$ cat config.mk
export PLATFORM = sky130hd
export DESIGN_NAME = pulse_width_code_receiver_unit
export DESIGN_NICKNAME = d
export VERILOG_FILES = /design/src/rtl/pwcr_pkg.sv /design/src/rtl/pulse_width_code_receiver_unit.sv /design/src/rtl/pwcr_tracker.sv
export SDC_FILE = /design/constraint.sdc
export NUM_CORES = 1
export LEC_CHECK = 0
export BUFFER_PORTS_ARGS = -buffer_cell sky130_fd_sc_hd__buf_2
export CORE_MARGIN = 2
export CORE_UTILIZATION = 28
export CTS_BUF_LIST = sky130_fd_sc_hd__clkbuf_4 sky130_fd_sc_hd__clkbuf_8
export CTS_CLUSTER_SIZE = 20
export DETAILED_ROUTE_END_ITERATION = 10
export SLEW_MARGIN = 10
export SYNTH_ARGS = -nofsm -noshare
export SYNTH_HDL_FRONTEND = slang
export SYNTH_SLANG_ARGS = --single-unit
export TNS_END_PERCENT = 100
$ cat constraint.sdc
create_clock -name clock -period 4.7 [get_ports clock]
set_input_delay 0.705 -clock clock [delete_from_list [all_inputs] [get_ports clock]]
set_output_delay 0.705 -clock clock [all_outputs]
set_load 0.005 [all_outputs]
$ cat src/rtl/pwcr_pkg.sv
`default_nettype none

package pwcr_pkg;

   // Frame and counter sizing
   localparam int CODE_BITS   = 4;
   localparam int COUNT_WIDTH = 8;
   localparam int CFG_WIDTH   = 8;
   localparam int POS_WIDTH   = (CODE_BITS > 1) ? $clog2(CODE_BITS) : 1;
   localparam int CMP_WIDTH   = (COUNT_WIDTH > CFG_WIDTH) ? COUNT_WIDTH : CFG_WIDTH;
   localparam int IDX_WIDTH   = 3;

   // Register indexes
   localparam logic [IDX_WIDTH-1:0] REG_START_MIN = 3'd0;
   localparam logic [IDX_WIDTH-1:0] REG_START_MAX = 3'd1;
   localparam logic [IDX_WIDTH-1:0] REG_ZERO_MIN  = 3'd2;
   localparam logic [IDX_WIDTH-1:0] REG_ZERO_MAX  = 3'd3;
   localparam logic [IDX_WIDTH-1:0] REG_ONE_MIN   = 3'd4;
   localparam logic [IDX_WIDTH-1:0] REG_ONE_MAX   = 3'd5;

   // Register reset values
   localparam logic [CFG_WIDTH-1:0] RST_START_MIN = 8'd9;
   localparam logic [CFG_WIDTH-1:0] RST_START_MAX = 8'd11;
   localparam logic [CFG_WIDTH-1:0] RST_ZERO_MIN  = 8'd2;
   localparam logic [CFG_WIDTH-1:0] RST_ZERO_MAX  = 8'd4;
   localparam logic [CFG_WIDTH-1:0] RST_ONE_MIN   = 8'd6;
   localparam logic [CFG_WIDTH-1:0] RST_ONE_MAX   = 8'd8;

   typedef struct packed {
      logic [CFG_WIDTH-1:0] start_min;
      logic [CFG_WIDTH-1:0] start_max;
      logic [CFG_WIDTH-1:0] zero_min;
      logic [CFG_WIDTH-1:0] zero_max;
      logic [CFG_WIDTH-1:0] one_min;
      logic [CFG_WIDTH-1:0] one_max;
   } win_cfg_type;

   typedef struct packed {
      logic [CODE_BITS-1:0] code;
      logic                 code_done;
   } result_type;

   // Inclusive window test; an empty window (min above max) matches nothing.
   function automatic logic in_window(input logic [COUNT_WIDTH-1:0] w,
                                      input logic [CFG_WIDTH-1:0]   lo,
                                      input logic [CFG_WIDTH-1:0]   hi);
      logic [CMP_WIDTH-1:0] wx;
      logic [CMP_WIDTH-1:0] lox;
      logic [CMP_WIDTH-1:0] hix;
      wx  = CMP_WIDTH'(w);
      lox = CMP_WIDTH'(lo);
      hix = CMP_WIDTH'(hi);
      return (wx >= lox) && (wx <= hix);
   endfunction

endpackage

`default_nettype wire

$ cat src/rtl/pulse_width_code_receiver_unit.sv
// Pulse-width code receiver: one line sample per transfer, one result per sample.
// Result: registered in the out register, or held in the skid while the out register is stalled.
// Throughput: one sample per cycle while rsp_stall is low. Under rsp_stall one more
//   sample lands in the skid, then req_stall holds until the skid drains.
// Reset: synchronous, active high; tracker idle, frame disarmed, code zero,
//   windows back to their defaults, output stage empty.
`default_nettype none

module pulse_width_code_receiver_unit
   import pwcr_pkg::*;
(
   input  wire logic                 clock,
   input  wire logic                 reset,
   // sample channel
   input  wire logic                 req_valid,
   output logic                      req_stall,
   input  wire logic                 req_line_level,
   // result channel
   output logic                      rsp_valid,
   input  wire logic                 rsp_stall,
   output logic [CODE_BITS-1:0]      rsp_code,
   output logic                      rsp_code_done,
   // window registers
   input  wire logic                 csr_valid,
   output logic                      csr_ready,
   input  wire logic [IDX_WIDTH-1:0] csr_index,
   input  wire logic [CFG_WIDTH-1:0] csr_data
);

   win_cfg_type cfg_ff;
   result_type  result;

   // Output stage: out register facing rsp_*, skid behind it.
   logic       out_valid_ff;
   result_type out_data_ff;
   logic       skid_valid_ff;
   result_type skid_data_ff;

   logic req_xfer;
   logic out_free;

   // Register writes are always taken; unused indexes drop out.
   assign csr_ready = 1'b1;

   always_ff @(posedge clock) begin
      if (reset) begin
         cfg_ff.start_min <= RST_START_MIN;
         cfg_ff.start_max <= RST_START_MAX;
         cfg_ff.zero_min  <= RST_ZERO_MIN;
         cfg_ff.zero_max  <= RST_ZERO_MAX;
         cfg_ff.one_min   <= RST_ONE_MIN;
         cfg_ff.one_max   <= RST_ONE_MAX;
      end else if (csr_valid && csr_ready) begin
         unique case (csr_index)
            REG_START_MIN: cfg_ff.start_min <= csr_data;
            REG_START_MAX: cfg_ff.start_max <= csr_data;
            REG_ZERO_MIN:  cfg_ff.zero_min  <= csr_data;
            REG_ZERO_MAX:  cfg_ff.zero_max  <= csr_data;
            REG_ONE_MIN:   cfg_ff.one_min   <= csr_data;
            REG_ONE_MAX:   cfg_ff.one_max   <= csr_data;
            default: ;
         endcase
      end
   end

   // Stall only when the skid is occupied, so a waiting result never
   // blocks the next sample.
   assign req_stall = skid_valid_ff;
   assign req_xfer  = req_valid && !req_stall;
   assign out_free  = !out_valid_ff || !rsp_stall;

   // Edge tracking, width capture and classification; state advances
   // once per sample transfer.
   pwcr_tracker u_tracker (
      .clock      (clock),
      .reset      (reset),
      .step       (req_xfer),
      .line_level (req_line_level),
      .cfg        (cfg_ff),
      .result     (result)
   );

   always_ff @(posedge clock) begin
      if (reset) begin
         out_valid_ff  <= 1'b0;
         skid_valid_ff <= 1'b0;
      end else if (out_free) begin
         if (skid_valid_ff) begin
            // skid drains first to keep order; no sample taken this cycle
            out_valid_ff  <= 1'b1;
            skid_valid_ff <= 1'b0;
         end else begin
            out_valid_ff  <= req_xfer;
         end
      end else if (req_xfer) begin
         skid_valid_ff <= 1'b1;
      end
   end

   // payload, no reset needed
   always_ff @(posedge clock) begin
      if (out_free) begin
         if (skid_valid_ff) begin
            out_data_ff <= skid_data_ff;
         end else if (req_xfer) begin
            out_data_ff <= result;
         end
      end else if (req_xfer) begin
         skid_data_ff <= result;
      end
   end

   assign rsp_valid     = out_valid_ff;
   assign rsp_code      = out_data_ff.code;
   assign rsp_code_done = out_data_ff.code_done;

endmodule

`default_nettype wire

$ cat src/rtl/pwcr_tracker.sv
`default_nettype none

module pwcr_tracker
   import pwcr_pkg::*;
(
   input  wire logic        clock,
   input  wire logic        reset,
   input  wire logic        step,
   input  wire logic        line_level,
   input  wire win_cfg_type cfg,
   output result_type       result
);

   typedef enum logic [1:0] {
      WAIT_LOW,
      WAIT_HIGH,
      COUNTING
   } phase_type;

   localparam logic [COUNT_WIDTH-1:0] COUNT_MAX = {COUNT_WIDTH{1'b1}};
   localparam logic [POS_WIDTH-1:0]   POS_LAST  = POS_WIDTH'(CODE_BITS - 1);

   phase_type              phase_ff,    phase_in;
   logic [COUNT_WIDTH-1:0] ticks_ff,    ticks_in;
   logic                   pending_ff,  pending_in;
   logic [COUNT_WIDTH-1:0] width_ff,    width_in;
   logic                   armed_ff,    armed_in;
   logic [POS_WIDTH-1:0]   pos_ff,      pos_in;
   logic [CODE_BITS-1:0]   bits_ff,     bits_in;
   logic                   done;
   logic                   store;
   logic                   bit_val;
   logic [POS_WIDTH-1:0]   bit_idx;

   always_comb begin
      phase_in   = phase_ff;
      ticks_in   = ticks_ff;
      pending_in = pending_ff;
      width_in   = width_ff;
      armed_in   = armed_ff;
      pos_in     = pos_ff;
      bits_in    = bits_ff;
      done       = 1'b0;
      store      = 1'b0;
      bit_val    = 1'b0;
      bit_idx    = POS_LAST - pos_ff;

      if (pending_ff) begin
         // classify tick: line is ignored
         pending_in = 1'b0;
         if (!armed_ff) begin
            if (in_window(width_ff, cfg.start_min, cfg.start_max)) begin
               armed_in = 1'b1;
            end
         end else begin
            // zero window wins on overlap
            priority if (in_window(width_ff, cfg.zero_min, cfg.zero_max)) begin
               store   = 1'b1;
               bit_val = 1'b0;
            end else if (in_window(width_ff, cfg.one_min, cfg.one_max)) begin
               store   = 1'b1;
               bit_val = 1'b1;
            end else begin
               store   = 1'b0;
            end
            if (store) begin
               bits_in[bit_idx] = bit_val;
               if (pos_ff == POS_LAST) begin
                  pos_in   = '0;
                  armed_in = 1'b0;
                  done     = 1'b1;
               end else begin
                  pos_in = pos_ff + POS_WIDTH'(1);
               end
            end
         end
      end else begin
         unique case (phase_ff)
            WAIT_LOW: begin
               if (!line_level) phase_in = WAIT_HIGH;
            end
            WAIT_HIGH: begin
               if (line_level) phase_in = COUNTING;
            end
            COUNTING: begin
               if (line_level) begin
                  if (ticks_ff != COUNT_MAX) ticks_in = ticks_ff + COUNT_WIDTH'(1);
               end else begin
                  phase_in   = WAIT_LOW;
                  width_in   = ticks_ff;
                  ticks_in   = '0;
                  pending_in = 1'b1;
               end
            end
            default: begin
               phase_in = WAIT_LOW;
            end
         endcase
      end
   end

   always_ff @(posedge clock) begin
      if (reset) begin
         phase_ff   <= WAIT_LOW;
         ticks_ff   <= '0;
         pending_ff <= 1'b0;
         width_ff   <= '0;
         armed_ff   <= 1'b0;
         pos_ff     <= '0;
         bits_ff    <= '0;
      end else if (step) begin
         phase_ff   <= phase_in;
         ticks_ff   <= ticks_in;
         pending_ff <= pending_in;
         width_ff   <= width_in;
         armed_ff   <= armed_in;
         pos_ff     <= pos_in;
         bits_ff    <= bits_in;
      end
   end

   assign result.code      = bits_in;
   assign result.code_done = done;

endmodule

`default_nettype wire

==> metrics.csv, run 1 <==
metric;value;unit
start_util;28.6;%
avgViaCountPerCell;4.67;
synthToLayoutAreaGrowth;12.2;%
wl;10.9;mm
die_h;131;um
setup_viol;0;
r2r-start;u_tracker.width_ff[7];
postSynthCellCount;539;
worst_pin_slew;945;ps
crit_type;reg2reg;
cts_tree;done;
finalPower;0.00145;W
irDropWorstVdd;117;uV
postCtsSetupBuffers;0;
grt_util_all_layers;13.1;%
cts_buffers;9;
drc_errors;0;
ys_warn_count;0;
hold_class;reg2reg;
gp_congestion;0.851;
core;0.0158;mm^2
grt_pass1_wl;18.2;mm
h-tree-depth;3;
synth_cell_types;44;
die_w;131;um
finalSetupTns;0;ps
finalHoldViolations;0;
synthesis.nets;609;
grt-ovfl-total;0;
hold_path_startpoint;cfg_ff[11];
ant_nets;0;
insertion_delay;370;ps
cp_max_fo;8;
slew_headroom;36.5;%
ys_seq_area_share;40.2;%
synth_seq_cells;86;
layout-drive-gt1-share;8.36;%
grt_start_max_net_pins;61;
antenna_found_initial;0;
hold_buffers;0;
cp.required;4900;ps
rows;46;
cap_violations;0;
clock.fmax;377;MHz
port_buffers;23;
clk_pin_slew_worst_paths;90;ps
start_kind;register;
grt_pass1_vias;3551;
worstRegToRegCells;7;
finClkSkew;9.21;ps
clockBufferDepth;2;
cts_resized;0;
n_antenna_cell;0;
wl_per_cell;14.0;um
rsz0062_at_grt;no;
slew_violations;0;
p_per_area;286;mW/mm^2
avgSynthCellArea;8.40;um^2
first_pass_iters;4;
leakage;1.98;nW
synth_area;0.00453;mm^2
status;finished clean;
cts_sinks;86;
cts-root-buf;clkbuf_8;
hold_end;cfg_ff[11];
nFillCells;1688;
whs_path_depth;2;
ios;25;
fin_crit_sh;56.4;%
multiInputGateArea;0.00244;mm^2
cp-end-kind;register;
nets;627;
dpl.hpwl;7.99;mm
r2r_end;rsp_code[0];
reg2reg_slack;2050;ps
crit_arrival;2850;ps
drt_iter0_markers;174;
vias;3632;
dieArea;0.0172;mm^2
finalCriticalPeriod;2650;ps
ff_latch_area;0.00182;mm^2
## layout by cell type (no fill, tap or decap), types with 9 or more instances in the layout
master	count
o211ai_1	9
a21oi_1	57
edfxtp_1	10
dfxtp_1	76
o21ai_0	10
clkbuf_8	9
nand3_1	13
mux2i_1	15
buf_2	23
nor2_1	42
inv_1	48
nand4_1	9
nand2_1	96
ha_1	53
## power by group
group / internal, W / switching [W]
logic: 0.0000295 / 0.0000622
registers: 0.000756 / 0.00000689
clock network: 0.000314 / 0.000284
## Yosys cell counts, drive strengths merged
| library cell | count | area share, % |
|---|---|---|
| a2111oi | 1 | 0.19 |
| a211oi | 6 | 0.99 |
| a21o | 7 | 1.2 |
| a21oi | 57 | 6.3 |
| a221oi | 2 | 0.39 |
| a31oi | 5 | 0.69 |
| a41oi | 2 | 0.80 |
| and2 | 4 | 0.55 |
| and3 | 6 | 0.83 |
| and4 | 1 | 0.19 |
| buf | 4 | 0.61 |
| clkbuf | 16 | 1.4 |
| conb | 1 | 0.083 |
| dfxtp | 76 | 34 |
| edfxtp | 10 | 6.6 |
| ha | 53 | 15 |
| inv | 48 | 4.0 |
| mux2 | 1 | 0.25 |
| mux2i | 15 | 3.3 |
| nand2 | 96 | 8.0 |
| nand2b | 6 | 0.83 |
| nand3 | 13 | 1.4 |
| nand4 | 9 | 1.2 |
| nor2 | 43 | 3.6 |
| nor2b | 8 | 1.1 |
| nor3 | 8 | 0.88 |
| o211ai | 9 | 1.5 |
| o21a | 4 | 0.66 |
| o21ai | 11 | 1.2 |
| o21bai | 1 | 0.17 |
| o311ai | 1 | 0.19 |
| o31ai | 5 | 0.83 |
| or2 | 1 | 0.14 |
| or3 | 2 | 0.28 |
| or4b | 1 | 0.22 |
| xnor2 | 1 | 0.19 |
| xor2 | 5 | 0.97 |
## logic make-up after synthesis
logic type	synth area share (%)
flip-flops	40.2
buffers and inverters	5.94
XOR/XNOR	1.16
multiplexers	3.56
AO/OA/AOI/OAI	15.1
AND/OR/NAND/NOR	19.3
other	0.0828
adder cells (fa/ha/maj)	14.6
## worst max path at each step
stage | start | to | slack, ps
floorplan | req_valid | u_tracker.ticks_ff[5] | 2350
global placement | u_tracker.width_ff[7] | rsp_code[0] | 2130
detailed placement | u_tracker.width_ff[1] | rsp_code[0] | 2090
CTS | u_tracker.width_ff[1] | rsp_code[0] | 2060
global route | u_tracker.width_ff[7] | rsp_code[0] | 1800
finish | u_tracker.width_ff[7] | rsp_code[0] | 2050
## critical path: stages, from the launching register on
cell and delay [ps]:
dfxtp_1 480, ha_1 310, a21oi_1 130, o21ai_0 120, o21a_1 140, nor3_1 770
a41oi_1 260, o31ai_1 270
## area by class of cell
class / instances / share of cell area, %
clock buffer: 11 / 2.73
clock inverter: 5 / 1.68
inverter: 48 / 3.55
multi-input combinational: 385 / 48.0
sequential: 86 / 35.9
tap: 216 / 5.32
timing repair buffer: 27 / 2.86
## per-layer routing
metal	part of all wire (%)	GRT usage (%)	vias to the layer above	wire length (um)
met1	49	17.0	1671	5330
met3	2.8	2.12	23	302
met4	2.8	5.43	0	301
met5	0	0	-	0
met2	46	21.6	62	4970
li1	-	-	1876	-
## registers in the layout, summed over array words and instances (netlist names)
register and flops:
u_tracker.bits_ff 4, rsp_valid 1, cfg_ff 48, rsp_code_done 1, u_tracker.pos_ff 2, u_tracker.width_ff 8
rsp_code 4, u_tracker.ticks_ff 8, u_tracker.pending_ff 1, req_stall 1, skid_data_ff 5, u_tracker.armed_ff 1
u_tracker.phase_ff 2
## per-stage QoR
step | utilization, % | instances | setup WS, ps | cell area [um^2] | hold slack (ps)
after floorplan | - | 539 | 2350 | 4530 | 436
after global placement | 30.7 | 762 | 2130 | 4850 | 443
after detailed placement | 30.7 | 762 | 2090 | 4850 | 448
after CTS | 32.1 | 778 | 2060 | 5080 | 461
after global routing | 32.1 | 778 | 1800 | 5080 | 480
final | 32.1 | 778 | 2050 | 5080 | 462
No activity file was read; power rests on OpenSTA's default activity.
==> run 2, diff against run 1 <==
Settings changed: ABC_AREA set to 1.
Clock period 4.7 ns to 2.2 ns, I/O delays scaled along.
==> run 2 against run 1 <==
Maximum frequency is 36% higher. Clock skew is 1.2 ps lower. Setup slack worse by 1800 ps. Critical path type unchanged. Critical endpoint unchanged.
==> metrics.csv, run 2 <==
metric;value;unit;change
grt-ovfl-total;0;;unchanged
core;0.0158;mm^2;about the same
synth_flop_cell;dfxtp_1;;unchanged
cts_resized;0;;unchanged
insertion_delay;370;ps;about the same
slew_violations;0;;unchanged
final_area;0.00508;mm^2;about the same
dieArea;0.0171;mm^2;was 0.0172 mm^2
synth_cell_types;32;;was 44
synth_edf_count;10;;unchanged
synth_seq_cells;86;;unchanged
fin_crit_sh;88.7;%;was 56.4%
finalCriticalPeriod;1950;ps;was 2650 ps
clockBufferDepth;2;;unchanged
top_register;cfg_ff;;unchanged
ys_seq_area_share;40.6;%;was 40.2%
met3_usage;2.40;%;was 2.12%
clock.fmax;512;MHz;was 377 MHz
grt.busiest_layer;met2;;unchanged
yosys-top-cells-count;inv_1 (93), nand2_1 (93), a21oi_1 (76), dfxtp_1 (76), o21ai_0 (60);;was nand2_1 (96), dfxtp_1 (76), a21oi_1 (57)
finalSetupTns;0;ps;unchanged
start_kind;register;;unchanged
die_h;131;um;about the same
slew_headroom;62.8;%;was 36.5%
hold_class;in2reg;;was reg2reg
grt_util_all_layers;12.4;%;was 13.1%
top_regs;cfg_ff x48, u_tracker.ticks_ff x8, u_tracker.width_ff x8;;unchanged
port_buffers;23;;unchanged
cap_violations;0;;unchanged
antenna_found_initial;0;;unchanged
ant_nets;0;;unchanged
synth_top_area_cell;dfxtp_1;;unchanged
grt_start_max_net_pins;36;;was 61
n_antenna_cell;0;;unchanged
rows;46;;unchanged
irDropWorstVdd;306;uV;was 117 uV
gp_congestion;0.795;;was 0.851
crit_arrival;2070;ps;was 2850 ps
finalHoldViolations;0;;unchanged
status;finished clean;;unchanged
grt_util_met2;20.4;%;was 21.6%
ys_warn_count;0;;unchanged
drt_iter0_markers;159;;was 174
ff_latch_area;0.00183;mm^2;was 0.00182 mm^2
h-tree-depth;3;;unchanged
grt_pass1_vias;3380;;was 3,551
multiInputGateArea;0.00224;mm^2;was 0.00244 mm^2
nFillCells;1716;;was 1,688
dpl.hpwl;7.38;mm;was 7.99 mm
synthToLayoutAreaGrowth;13.2;%;was 12.2%
postCtsSetupBuffers;0;;unchanged
leakage;2.24;nW;was 1.98 nW
synthArstFlopShare;0;%;unchanged
cp.required;2320;ps;was 4900 ps
p_per_area;621;mW/mm^2;was 286 mW/mm^2
cts_buffers;9;;unchanged
synth.area.top_cells;dfxtp_1 (34%), ha_1 (15%), a21oi_1 (8.5%);;was dfxtp_1 (34%), ha_1 (15%), nand2_1 (8.0%)
wl;9.69;mm;was 10.9 mm
cts_sinks;86;;unchanged
dpl_cell_area;0.00485;mm^2;about the same
setup_viol;0;;unchanged
final_cell_mix;nand2_1 (93), inv_1 (92), a21oi_1 (76);;was nand2_1 (96), dfxtp_1 (76), a21oi_1 (57)
worst_pin_slew;558;ps;was 945 ps
cts-root-buf;clkbuf_8;;unchanged
finClkSkew;7.98;ps;was 9.21 ps
wl_per_cell;11.8;um;was 14.0 um
fin_util;32.2;%;was 32.1%
avgSynthCellArea;7.75;um^2;was 8.40 um^2
cp_max_fo;7;;was 8
drc_errors;0;;unchanged
synthesis.nets;649;;was 609
crit_type;reg2reg;;unchanged
nets;672;;was 627
final_common_cell;nand2_1;;unchanged
die_w;131;um;about the same
ios;25;;unchanged
cp-end-kind;register;;unchanged
synth_top_area_share;33.9;%;was 33.6%
use_met1;16.1;%;was 17.0%
hold_buffers;0;;unchanged
largest_register_ffs;48;;unchanged
first_pass_iters;7;;was 4
postSynthCellCount;579;;was 539
clk_pin_slew_worst_paths;90;ps;about the same
rsz0062_at_grt;no;;unchanged
vias;3534;;was 3,632
start_util;28.5;%;was 28.6%
cts_tree;done;;unchanged
grt_pass1_wl;16.4;mm;was 18.2 mm
synth_area;0.00449;mm^2;was 0.00453 mm^2
layout-drive-gt1-share;10.4;%;was 8.36%
avgViaCountPerCell;4.29;;was 4.67
[run 2: area by class of cell]
| class | count | area share [%] |
|---|---|---|
| clock buffer | 9 | 2.44 |
| clock inverter | 7 | 1.87 |
| inverter | 96 | 7.09 |
| multi-input combinational | 380 | 44.1 |
| sequential | 86 | 36.0 |
| tap | 216 | 5.32 |
| timing repair buffer | 29 | 3.15 |
[run 2: kinds of logic (layout without fill, tap and decap cells)]
logic type	count (synthesis)	after routing	share of synthesized area, %
fa+ha+maj	53	53	14.8
flops	86	86	40.6
compound gates	153	153	18.0
xor+xnor	2	2	0.390
simple gates	171	171	16.7
buf+inv	113	141	9.53
other cells	1	1	0.0836
[run 2: worst paths after layout]
kind / endpoint / slack (ps) / startpoint / cells past startpoint
hold reg to reg: u_tracker.armed_ff / 460 / u_tracker.armed_ff / 2
setup reg to reg: rsp_code[0] / 250 / u_tracker.width_ff[5] / 11
hold / removal: req_stall / 250 / rsp_stall / 3
setup / recovery: rsp_code[0] / 250 / u_tracker.width_ff[5] / 11
[run 2: through the flow]
| stage | power (W) | hold WS (ps) | worst slack, ps | cells |
|---|---|---|---|---|
| after CTS | 0.00319 | 244 | 71.0 | 823 |
| after detailed placement | 0.00194 | 450 | 83.3 | 807 |
| after global routing | 0.00330 | 246 | 32.7 | 823 |
| after global placement | 0.00194 | 437 | 169 | 807 |
| final | 0.00316 | 255 | 249 | 823 |
| after floorplan | 0.00186 | 408 | 456 | 579 |
[run 2: metal layers]
layer	part of all wire, %	up-vias
li1	-	1952
met1	50	1546
met2	47	28
met3	1.8	8
met4	1.3	0
met5	0	-
[run 2: worst max-delay path, cell delays in order, from the launching register on]
cell,delay (ps)
dfxtp_2,420
ha_1,270
a21oi_1,160
nor2_1,50
nor2_1,100
nand3_1,80
nand2_1,170
nand2_1,110
nand3_1,120
nand2_1,60
nand2_1,90
o21ai_0,80
[run 2: where the power goes]
| part | internal [W] | switching [W] | leakage (nW) |
|---|---|---|---|
| clock network | 0.000646 | 0.000601 | 0.112 |
| registers | 0.00164 | 0.0000167 | 0.718 |
| logic | 0.0000853 | 0.000170 | 1.41 |
==> run 3, diff against run 2 <==
Settings changed: CELL_PAD_IN_SITES_DETAIL_PLACEMENT set to 0, CELL_PAD_IN_SITES_GLOBAL_PLACEMENT set to 1, PLACE_DENSITY_LB_ADDON set to 0.1.
==> run 3 against run 2 <==
Routed wire length grew 23%. Combinational power grew 6%. Critical path depth grew 1. Non-clock buffer count grew 5. Clock-buffer cell count is the same. Clock skew shrank 3.2 ps. First-iteration DRC count grew 5.7%. Clock power grew 22%. Hold slack lost 26 ps. Sequential share of layout area shrank 0.81 points. Critical path type unchanged. Die area is the same. Flip-flop and latch count is the same. Highest routed layer unchanged.
==> metrics.csv, run 3 (synthesis gave the netlist of run 2 again) <==
metric;value;unit;change
status;finished clean;;unchanged
grt_util_all_layers;15.0;%;was 12.4%
worst_pin_slew;617;ps;was 558 ps
insertion_delay;380;ps;was 370 ps
wl_per_cell;14.4;um;was 11.8 um
postCtsSetupBuffers;0;;unchanged
cap_violations;0;;unchanged
crit_arrival;2250;ps;was 2070 ps
layout-drive-gt1-share;11.6;%;was 10.4%
first_pass_iters;5;;was 7
rows;46;;unchanged
clk_pin_slew_worst_paths;90;ps;about the same
wl;11.9;mm;was 9.69 mm
cts_sinks;86;;unchanged
cp.required;2420;ps;was 2320 ps
final_area;0.00520;mm^2;was 0.00508 mm^2
cts-root-buf;clkbuf_8;;unchanged
grt_start_max_net_pins;58;;was 36
cp_max_fo;7;;unchanged
drc_errors;0;;unchanged
drt_iter0_markers;168;;was 159
finClkSkew;4.74;ps;was 7.98 ps
clock.fmax;492;MHz;was 512 MHz
start_kind;register;;unchanged
h-tree-depth;3;;unchanged
nets;677;;was 672
final_common_cell;inv_1;;was nand2_1
die_w;131;um;unchanged
ios;25;;unchanged
largest_register_ffs;48;;unchanged
leakage;2.29;nW;was 2.24 nW
slew_violations;0;;unchanged
grt_pass1_vias;3502;;was 3,380
final_cell_mix;inv_1 (92), nand2_1 (89), a21oi_1 (75);;was nand2_1 (93), inv_1 (92), a21oi_1 (76)
rsz0062_at_grt;no;;unchanged
irDropWorstVdd;311;uV;was 306 uV
setup_viol;0;;unchanged
hold_class;in2reg;;unchanged
fin_util;33.0;%;was 32.2%
slew_headroom;58.8;%;was 62.8%
cts_buffers;9;;unchanged
cts_tree;done;;unchanged
top_register;cfg_ff;;unchanged
top_regs;cfg_ff x48, u_tracker.ticks_ff x8, u_tracker.width_ff x8;;unchanged
grt-ovfl-total;0;;unchanged
ant_nets;0;;unchanged
crit_type;reg2reg;;unchanged
start_util;28.5;%;unchanged
die_h;131;um;unchanged
dp_slack;-52.9;ps;was 83.3 ps
clockBufferDepth;2;;unchanged
dieArea;0.0171;mm^2;unchanged
dpl.hpwl;8.83;mm;was 7.38 mm
cp-end-kind;register;;unchanged
dpl_cell_area;0.00490;mm^2;was 0.00485 mm^2
core;0.0158;mm^2;unchanged
gp_congestion;0.754;;was 0.795
setup_ws;169;ps;was 249 ps
finalHoldViolations;0;;unchanged
finalPower;0.00344;W;was 0.00316 W
grt_pass1_wl;19.2;mm;was 16.4 mm
synthToLayoutAreaGrowth;15.9;%;was 13.2%
p_per_area;662;mW/mm^2;was 621 mW/mm^2
fin_crit_sh;92.3;%;was 88.7%
vias;3668;;was 3,534
antenna_found_initial;0;;unchanged
port_buffers;23;;unchanged
finalCriticalPeriod;2030;ps;was 1950 ps
hold_slack;229;ps;was 255 ps
avgViaCountPerCell;4.42;;was 4.29
-- run 3: cell types whose count changed in the layout (fill, tap and decap cells not counted), moves of 2 or more --
cell and delta:
bufinv_16 +2, dfxtp_2 -5, nand2_2 +4, dfxtp_1 +3
inv_6 -2, nand2_1 -4, dfxtp_4 +2, buf_4 +4
-- run 3: timing repair --
item	CTS	global route
resized for setup	4	10
setup endpoints to repair	5	8
hold buffers	0	0
-- run 3: area by class of cell --
| type | instances | area [um^2] |
|---|---|---|
| antenna | 1 | 2.50 |
| clock buffer | 9 | 124 |
| clock inverter | 7 | 145 |
| fill | 1714 | 10600 |
| inverter | 96 | 363 |
| multi-input combinational | 380 | 2250 |
| sequential | 86 | 1830 |
| tap | 216 | 270 |
| timing repair buffer | 34 | 210 |
-- run 3: path summary, 6_finish.rpt --
check / start / end / slack (ps) / cells past startpoint
worst min register to register: u_tracker.armed_ff / u_tracker.armed_ff / 450 / 2
worst min-delay path: req_valid / rsp_valid / 230 / 3
worst max register to register: u_tracker.width_ff[3] / rsp_code[0] / 170 / 12
worst max-delay path: u_tracker.width_ff[3] / rsp_code[0] / 170 / 12
-- run 3: metrics by stage --
| step | std cells | TNS [ps] |
|---|---|---|
| global route | 828 | 0 |
| CTS | 828 | 0 |
| finish | 829 | 0 |
| floorplan | 579 | 0 |
| global placement | 812 | -54.5 |
| detailed placement | 812 | -148 |
-- run 3: worst max-delay path: stages, from the launching register on --
cell and delay (ps):
dfxtp_2 450, ha_1 290, a21oi_2 200, nand2_1 90
nand2_1 60, nand2_1 40, nand2_1 90, nand2_2 90
nand2_1 110, nand3_1 110, nand2_1 80, nand2_1 80
o21ai_0 170
-- run 3: power by group --
part | switching (W) | internal (W) | leakage, nW | total [W]
Combinational | 0.000183 | 0.0000873 | 1.44 | 0.000271
Sequential | 0.0000168 | 0.00163 | 0.717 | 0.00165
Clock | 0.000647 | 0.000875 | 0.130 | 0.00152
-- run 3: layer usage --
layer	global-route usage, %	share of wire (%)
met5	0	0
met4	5.82	1.8
met3	2.12	1.6
met2	22.7	43
met1	21.7	54
